## src/sv/rrqs_pkg.sv

```systemverilog
`default_nettype none

package rrqs_pkg;

  // Ring geometry.
  localparam int unsigned MaxProcs = 16;
  localparam int unsigned SlotW    = (MaxProcs > 1) ? $clog2(MaxProcs) : 1;
  localparam int unsigned LiveW    = 5;
  localparam int unsigned TimeW    = 16;
  localparam int unsigned IdW      = 16;
  localparam int unsigned StatusW  = 3;

  // Packed result item width and its byte-padded bus width.
  localparam int unsigned ResW  = StatusW + IdW + TimeW + TimeW + LiveW + 1;
  localparam int unsigned OutDW = ((ResW + 7) / 8) * 8;

  localparam logic [TimeW-1:0] QuantumReset = TimeW'(3);
  localparam logic [IdW-1:0]   IdMax        = {IdW{1'b1}};
  localparam logic [IdW-1:0]   IdFirst      = IdW'(1);

  typedef enum logic [StatusW-1:0] {
    StatAdded    = 3'd0,
    StatFull     = 3'd1,
    StatRan      = 3'd2,
    StatComplete = 3'd3,
    StatIdle     = 3'd4
  } status_e;

  typedef enum logic {
    OpAdd = 1'b0,
    OpRun = 1'b1
  } op_e;

  typedef struct packed {
    logic             all_done;
    logic [LiveW-1:0] jobs_live;
    logic [TimeW-1:0] time_left;
    logic [TimeW-1:0] time_used;
    logic [IdW-1:0]   job_id;
    status_e          status;
  } result_t;

endpackage

`default_nettype wire

```

## src/sv/round_robin_quantum_scheduler_unit.sv

```systemverilog
`default_nettype none

// Round-robin time-slice scheduler.
//
// Input channel (s_axis): one item per command. tuser carries the opcode
// (add a job or run one slice) and tdata carries the execution time of an
// added job. Every item produces exactly one result item on m_axis, which
// packs status, job id, time used, time left, live job count and the
// all-done flag.
//
// Jobs live in three slot memories (id, remaining time, link to the next
// slot) with registered synchronous reads. The slot is read on accept and
// modified and written back in the execute step, which loads the result into
// the output register. A run item and an add into an empty or full ring end
// there; an add into a non-empty ring loads it in an extra link step, since
// the new slot and the old tail both need their links rewritten through one
// write port. A new item is accepted while an earlier result still waits;
// when the receiver stalls with that result pending, the write-back step
// holds and the input stalls behind it. Reset empties the ring, restarts
// job ids at 1 and sets the quantum to 3; the slot memories need no clearing.

module round_robin_quantum_scheduler_unit (
  input  wire                           clk_i,
  input  wire                           rst_ni,

  input  wire                           quantum_we_i,
  input  wire [rrqs_pkg::TimeW-1:0]     quantum_wdata_i,

  input  wire                           s_axis_tvalid,
  output logic                          s_axis_tready,
  // [15:0] exec_time
  input  wire [rrqs_pkg::TimeW-1:0]     s_axis_tdata,
  // [0] op
  input  wire                           s_axis_tuser,

  output logic                          m_axis_tvalid,
  input  wire                           m_axis_tready,
  // [2:0] status, [18:3] job_id, [34:19] time_used, [50:35] time_left,
  // [55:51] jobs_live, [56] all_done, [63:57] zero
  output logic [rrqs_pkg::OutDW-1:0]    m_axis_tdata
);

  localparam int unsigned SlotW = rrqs_pkg::SlotW;
  localparam int unsigned TimeW = rrqs_pkg::TimeW;
  localparam int unsigned IdW   = rrqs_pkg::IdW;
  localparam int unsigned LiveW = rrqs_pkg::LiveW;
  localparam int unsigned Procs = rrqs_pkg::MaxProcs;

  typedef enum logic [2:0] {
    StIdle = 3'b001,
    StExec = 3'b010,
    StLink = 3'b100
  } state_e;

  // Slot memories.
  logic [IdW-1:0]   id_mem   [Procs];
  logic [TimeW-1:0] rem_mem  [Procs];
  logic [SlotW-1:0] link_mem [Procs];

  state_e state_q, state_d;

  logic [Procs-1:0] free_q, free_d;
  logic [SlotW-1:0] tail_q, tail_d;
  logic [SlotW-1:0] cur_q, cur_d;
  logic [SlotW-1:0] prev_q, prev_d;
  logic [LiveW-1:0] live_q, live_d;
  logic [IdW-1:0]   next_id_q, next_id_d;
  logic [TimeW-1:0] quantum_q;

  // Latched item and the slot chosen for an add.
  logic             op_q;
  logic [TimeW-1:0] time_q;
  logic [SlotW-1:0] new_slot_q, new_slot_d;

  // Registered read data.
  logic [IdW-1:0]   rd_id_q;
  logic [TimeW-1:0] rd_rem_q;
  logic [SlotW-1:0] rd_link_q;

  // Output register.
  logic             out_valid_q, out_valid_d;
  rrqs_pkg::result_t out_q, out_d;

  // Memory write controls.
  logic             id_we, rem_we, link_we;
  logic [SlotW-1:0] id_waddr, rem_waddr, link_waddr;
  logic [IdW-1:0]   id_wdata;
  logic [TimeW-1:0] rem_wdata;
  logic [SlotW-1:0] link_wdata;

  logic             in_accept;
  logic [SlotW-1:0] rd_addr;
  logic             out_free;
  logic             have_free;
  logic [SlotW-1:0] free_slot;
  logic             ring_full;
  logic             completes;
  logic [LiveW-1:0] live_dec;

  assign s_axis_tready = (state_q == StIdle);
  assign in_accept     = s_axis_tvalid && s_axis_tready;
  assign out_free      = !out_valid_q || m_axis_tready;
  assign rd_addr       = (s_axis_tuser == rrqs_pkg::OpRun) ? cur_q : tail_q;

  assign m_axis_tvalid = out_valid_q;
  assign m_axis_tdata  = rrqs_pkg::OutDW'(out_q);

  // Lowest free slot.
  always_comb begin
    have_free = 1'b0;
    free_slot = '0;
    for (int i = Procs - 1; i >= 0; i--) begin
      if (free_q[i]) begin
        have_free = 1'b1;
        free_slot = SlotW'(i);
      end
    end
  end

  assign ring_full = !have_free || (live_q >= LiveW'(Procs));
  assign completes = (rd_rem_q <= quantum_q);
  assign live_dec  = live_q - LiveW'(1);

  always_comb begin
    state_d     = state_q;
    free_d      = free_q;
    tail_d      = tail_q;
    cur_d       = cur_q;
    prev_d      = prev_q;
    live_d      = live_q;
    next_id_d   = next_id_q;
    new_slot_d  = new_slot_q;
    out_d       = out_q;
    out_valid_d = out_valid_q && !m_axis_tready;

    id_we      = 1'b0;
    rem_we     = 1'b0;
    link_we    = 1'b0;
    id_waddr   = free_slot;
    rem_waddr  = free_slot;
    link_waddr = free_slot;
    id_wdata   = next_id_q;
    rem_wdata  = time_q;
    link_wdata = rd_link_q;

    unique case (state_q)
      StIdle: begin
        if (in_accept) begin
          state_d = StExec;
        end
      end

      StExec: begin
        if (out_free) begin
          out_valid_d = 1'b1;
          out_d       = '0;
          if (op_q == rrqs_pkg::OpAdd) begin
            if (ring_full) begin
              out_d.status    = rrqs_pkg::StatFull;
              out_d.jobs_live = live_q;
              state_d         = StIdle;
            end else begin
              // Fill the new slot; in a non-empty ring its link takes the old tail's successor.
              id_we      = 1'b1;
              rem_we     = 1'b1;
              link_we    = 1'b1;
              free_d[free_slot] = 1'b0;
              new_slot_d = free_slot;
              next_id_d  = (next_id_q >= rrqs_pkg::IdMax) ? rrqs_pkg::IdFirst
                                                          : next_id_q + IdW'(1);
              if (live_q == '0) begin
                link_wdata = free_slot;
                tail_d     = free_slot;
                cur_d      = free_slot;
                prev_d     = free_slot;
                live_d     = LiveW'(1);
                out_d.status    = rrqs_pkg::StatAdded;
                out_d.job_id    = next_id_q;
                out_d.time_left = time_q;
                out_d.jobs_live = LiveW'(1);
                state_d = StIdle;
              end else begin
                // Old tail link is rewritten next cycle; result follows.
                out_valid_d = out_valid_q && !m_axis_tready;
                out_d       = out_q;
                state_d     = StLink;
              end
            end
          end else if (live_q == '0) begin
            out_d.status = rrqs_pkg::StatIdle;
            state_d      = StIdle;
          end else if (completes) begin
            free_d[cur_q]  = 1'b1;
            live_d         = live_dec;
            out_d.status    = rrqs_pkg::StatComplete;
            out_d.job_id    = rd_id_q;
            out_d.time_used = rd_rem_q;
            out_d.jobs_live = live_dec;
            if (live_dec == '0) begin
              out_d.all_done = 1'b1;
            end else begin
              // Unlink the finished job from its predecessor.
              link_we    = 1'b1;
              link_waddr = prev_q;
              link_wdata = rd_link_q;
              if (tail_q == cur_q) begin
                tail_d = prev_q;
              end
              cur_d = rd_link_q;
            end
            state_d = StIdle;
          end else begin
            rem_we    = 1'b1;
            rem_waddr = cur_q;
            rem_wdata = rd_rem_q - quantum_q;
            prev_d    = cur_q;
            cur_d     = rd_link_q;
            out_d.status    = rrqs_pkg::StatRan;
            out_d.job_id    = rd_id_q;
            out_d.time_used = quantum_q;
            out_d.time_left = rd_rem_q - quantum_q;
            out_d.jobs_live = live_q;
            state_d = StIdle;
          end
        end
      end

      StLink: begin
        if (out_free) begin
          link_we    = 1'b1;
          link_waddr = tail_q;
          link_wdata = new_slot_q;
          if (prev_q == tail_q) begin
            prev_d = new_slot_q;
          end
          tail_d = new_slot_q;
          live_d = live_q + LiveW'(1);
          out_valid_d     = 1'b1;
          out_d           = '0;
          out_d.status    = rrqs_pkg::StatAdded;
          out_d.job_id    = rd_id_q;
          out_d.time_left = time_q;
          out_d.jobs_live = live_q + LiveW'(1);
          state_d = StIdle;
        end
      end

      default: begin
        state_d = StIdle;
      end
    endcase
  end

  // Control state.
  always_ff @(posedge clk_i or negedge rst_ni) begin
    if (!rst_ni) begin
      state_q     <= StIdle;
      free_q      <= '1;
      tail_q      <= '0;
      cur_q       <= '0;
      prev_q      <= '0;
      live_q      <= '0;
      next_id_q   <= rrqs_pkg::IdFirst;
      quantum_q   <= rrqs_pkg::QuantumReset;
      out_valid_q <= 1'b0;
    end else begin
      state_q     <= state_d;
      free_q      <= free_d;
      tail_q      <= tail_d;
      cur_q       <= cur_d;
      prev_q      <= prev_d;
      live_q      <= live_d;
      next_id_q   <= next_id_d;
      out_valid_q <= out_valid_d;
      if (quantum_we_i) begin
        quantum_q <= quantum_wdata_i;
      end
    end
  end

  // Payload registers. The id of a pending add is parked in rd_id_q for the
  // link step, since the slot's id is not read back.
  always_ff @(posedge clk_i) begin
    out_q      <= out_d;
    new_slot_q <= new_slot_d;
    if (in_accept) begin
      op_q   <= s_axis_tuser;
      time_q <= s_axis_tdata;
    end
    if (state_q == StExec && state_d == StLink) begin
      rd_id_q <= next_id_q;
    end else if (in_accept) begin
      rd_id_q <= id_mem[rd_addr];
    end
  end

  // Slot memories: one write port each, read registered on accept.
  always_ff @(posedge clk_i) begin
    if (id_we) begin
      id_mem[id_waddr] <= id_wdata;
    end
  end

  always_ff @(posedge clk_i) begin
    if (rem_we) begin
      rem_mem[rem_waddr] <= rem_wdata;
    end
    if (in_accept) begin
      rd_rem_q <= rem_mem[rd_addr];
    end
  end

  always_ff @(posedge clk_i) begin
    if (link_we) begin
      link_mem[link_waddr] <= link_wdata;
    end
    if (in_accept) begin
      rd_link_q <= link_mem[rd_addr];
    end
  end

endmodule

`default_nettype wire
```

## config.mk

```make
export PLATFORM = sky130hd
export DESIGN_NAME = round_robin_quantum_scheduler_unit
export DESIGN_NICKNAME = d
export VERILOG_FILES = /design/src/sv/rrqs_pkg.sv /design/src/sv/round_robin_quantum_scheduler_unit.sv
export SDC_FILE = /design/constraint.sdc
export NUM_CORES = 1
export LEC_CHECK = 0
export BUFFER_PORTS_ARGS = -buffer_cell sky130_fd_sc_hd__clkbuf_2
export CAP_MARGIN = 25
export CORE_MARGIN = 2
export CORE_UTILIZATION = 60
export CTS_BUF_LIST = sky130_fd_sc_hd__clkbuf_4 sky130_fd_sc_hd__clkbuf_8 sky130_fd_sc_hd__clkbuf_16
export CTS_CLUSTER_DIAMETER = 100
export DETAILED_ROUTE_END_ITERATION = 7
export HOLD_SLACK_MARGIN = 0.02
export PLACE_DENSITY = 0.73
export SLEW_MARGIN = 25
export SYNTH_ARGS = -nofsm -noshare
export SYNTH_HDL_FRONTEND = slang
export SYNTH_SLANG_ARGS = --single-unit
```

## constraint.sdc

```tcl
create_clock -name clk_i -period 4.86 [get_ports clk_i]
set_input_delay 0 -clock clk_i [delete_from_list [all_inputs] [get_ports clk_i]]
set_output_delay 0 -clock clk_i [all_outputs]
set_load 0.02 [all_outputs]
```

==> summary.md <==
| Metric | Value |
|---|---|
| Ys flop type | `edfxtp_1` |
| Synth top area share | `65.9%` |
| Worst path cell trace | `ha_1 -> inv_1 -> fa_1 -> a21o_1 -> a221oi_4 -> o22ai_1 -> o21a_1 -> or4_4 -> a311o_1 -> nor4_1` |
| RSZ-0062 raised after global routing | `no` |
| Drt total wl | `around 76000 microns` |
| Post-synthesis sequential area ratio | `between 70% and 80%` |
| Layout cells sized above 1 | `a little under a quarter` |
| #FFs+latches synth | `~760` |
| Minimum clock period | `between 4000 and 5000 ps` |
| EDFF count, synth | `slightly below 700` |
| Largest stage delay on the critical path | `approximately 650 ps` |
| Die height | `233 microns` |
| Overall power | `around 21000 uW` |
| Num ports | `roughly 100` |
| Pwr dens | `585 mW/mm^2` |
| DR vias | `around 19000` |
| CTS tree | `built` |
| Fin Setup TNS | `0 ps` |
| Netlist cell types | `between 60 and 70` |
| Vias per inst | `6.45` |
| Commonest non-fill, non-tap cells in the layout | `edfxtp_1 (690), nand2_1 (273), mux4_2 (144)` |
| Seq. cell area | `approximately 0.022 sq mm` |
| Clk_skew | `roughly 30 ps` |
| Mapped Area | `0.0314 sq mm` |
| Placed insts | `2715` |
| Pre-CTS WS | `524 ps` |
| Synth Warn # | `0` |
| Total Routing Usage GR | `between 20% and 30%` |
| Clk_lat worst skew | `630 ps` |
| Starting Density | `about three fifths` |
| Nets | `around 2200` |
| Critical path peak fanout | `8` |
| Vias in the first global route | `18600` |
| Leakage | `0.0128 uW` |
| Final Wtd Congestion | `0.934` |
| Max Slew Vio Count | `0` |
| WHS | `about 21 ps` |
| Fin crit share | `between 90% and 100%` |
| DR WL/cell | `26.3 microns` |
| Area leader, netlist | `edfxtp_1` |
| Multi-input logic area | `0.00854 sq mm` |
| Drt drc | `0` |
| HP Class | `input port to asynchronous set/reset pin` |
| Final worst setup slack | `approximately 420 ps` |
| Worst slew margin | `27.3%` |
| Syn-to-layout area delta | `15.3%` |
| Filler cell count | `around 3200` |
| Worst R2R Path Depth | `10` |
| H-tree levels | `3` |
| Clock transition at path regs | `~60 ps` |
| # setup viols final | `0` |
| First-pass GRT wire length | `114000 microns` |
| Post-DP HPWL | `roughly 45000 microns` |
| Synth Area per Inst | `16.0 sq um` |
| Clock root cell | `clkbuf_16` |
| Largest net degree at the start of global routing | `108` |
| Status | `finished, final reports clean` |
| Critical path class | `flip-flop to flip-flop` |
| Post-Layout Cell Count | `2908` |
| Max_cap viols | `0` |
| Router iterations before antenna repair | `5` |
| CP required | `5110 ps` |
| Fmax | `0.225 GHz` |
| Final hold violations | `0` |
| Synth area leaders | `edfxtp_1 (66%), mux4_2 (10%), dfrtp_1 (3.9%)` |
| Initial antenna violation count | `3` |
| Row count | `83` |
| Number of port buffers | `96` |
| Antenna viol nets, final | `0` |
| Synth async-reset ratio | `between 9 and 10%` |
| Clock buffer depth | `3` |
| Peak supply drop | `481 uV` |
| CP max stage cell | `nor4_1` |
| Worst Path Arrival | `about 4700 ps` |
| Post-CTS Setup Bufs | `0` |
| Die outline width | `between 200 and 250 microns` |
| CTS sink cnt | `~760` |
| Total CTS buffers | `77` |
| Core ar. | `around 0.052 sq mm` |
| Total grt overflow | `0` |
| Die ar. | `about 0.054 sq mm` |
| Iter 0 DRT Violations | `between 2000 and 2500` |
| Worst Tran Pin Value | `~1100 ps` |
| CP Launch Type | `flip-flop` |
| Syn Inst Count | `a little under 2000` |
| Kind of end point of the critical path | `flip-flop` |
| Most common cell after layout, fill and taps aside | `edfxtp_1` |
-- kinds of logic after synthesis --
logic type,Yosys count,synth area share (%)
DFF,759,71.5
muxes,159,10.8
xor gates and xnor gates,30,0.836
buffers and inverters,140,1.81
AOI/OAI and AO/OA,309,6.44
other,1,0.0119
adders and majority gates,22,0.900
and+or+nand+nor,540,7.66
-- where the power goes --
group	leakage, uW	switching (uW)	internal [uW]
Combinational	0.00415	4320	2420
Sequential	0.00740	454	8070
Clock	0.00126	2470	3450
-- timing repair --
action,4_1_cts,5_1_grt
hold endpoints to repair,86,0
hold buffers,53,0
gates resized for setup,0,0
-- sequential cells by signal (all words and copies together), names as in the netlist --
name / cells
m_axis_tvalid: 1
live_q: 5
link_mem: 64
cur_q: 4
m_axis_tdata: 57
free_q: 16
state_q: 3
rd_id_q: 16
id_wdata: 16
rd_rem_q: 16
rd_link_q: 4
id_mem: 256
quantum_q: 16
rem_mem: 256
op_q: 1
new_slot_q: 4
time_q: 16
prev_q: 4
tail_q: 4
-- cell type report --
type / instances / area share [%]
Clock inverter: 31 / 0.919
Clock buffer: 107 / 6.16
Tap cell: 680 / 2.35
Multi-Input combinational cell: 1067 / 23.6
Timing Repair Buffer: 227 / 4.58
Sequential cell: 759 / 62.0
Antenna cell: 2 / 0.0138
Inverter: 35 / 0.363
-- Yosys cell counts (all sizes together) (6+ instances only) --
master	instances
inv	35
a31oi	27
o211ai	7
buf	24
a221o	6
a21o	7
a221oi	6
nor3	15
dfrtp	49
a211oi	24
or4	7
nor2	103
o21ai	83
and2	28
nor4	27
mux2i	6
mux4	144
ha	21
xor2	8
clkbuf	81
dfstp	20
mux2	9
o31ai	6
xnor2	22
nand3	34
nand4	10
a21oi	75
nor2b	7
edfxtp	690
and3	13
nand2	273
a22o	29
-- critical path: cells and delay by family, from the launching register on --
kind / cells / cell delay (ps)
AOI/OAI and AO/OA: 5 / 1610
adders and majority gates: 2 / 580
and+or+nand+nor: 2 / 1260
buffers and inverters: 1 / 60
DFF: 1 / 540
-- final timing paths --
| path | start | endpoint | slack [ps] |
|---|---|---|---|
| worst max register to register | quantum_q[0] | link_mem[3][3] | 420 |
| min in group clk_i | quantum_we_i | quantum_q[2] | 40 |
| worst min register to register | free_q[7] | free_q[7] | 530 |
| max in group asynchronous | rst_ni | id_wdata[1] | 4330 |
| worst min-delay path | rst_ni | quantum_q[3] | 20 |
| worst max-delay path | quantum_q[0] | link_mem[3][3] | 420 |
-- metrics by stage --
step,util (%),cell area [sq um]
after floorplan,-,31400
after global placement,64.2,33100
after detailed placement,64.3,33100
after CTS,70.3,36200
after global routing,70.3,36200
final,70.3,36200
-- metal layers --
metal / vias to the layer above / wire (microns) / track usage (%)
met5: - / 131 / 0
met4: 2 / 2140 / 8.94
met3: 172 / 7830 / 6.76
met2: 1087 / 35800 / 44.0
met1: 9440 / 30400 / 41.9
li1: 8068 / - / -
Power figures use the tool's default switching activity.
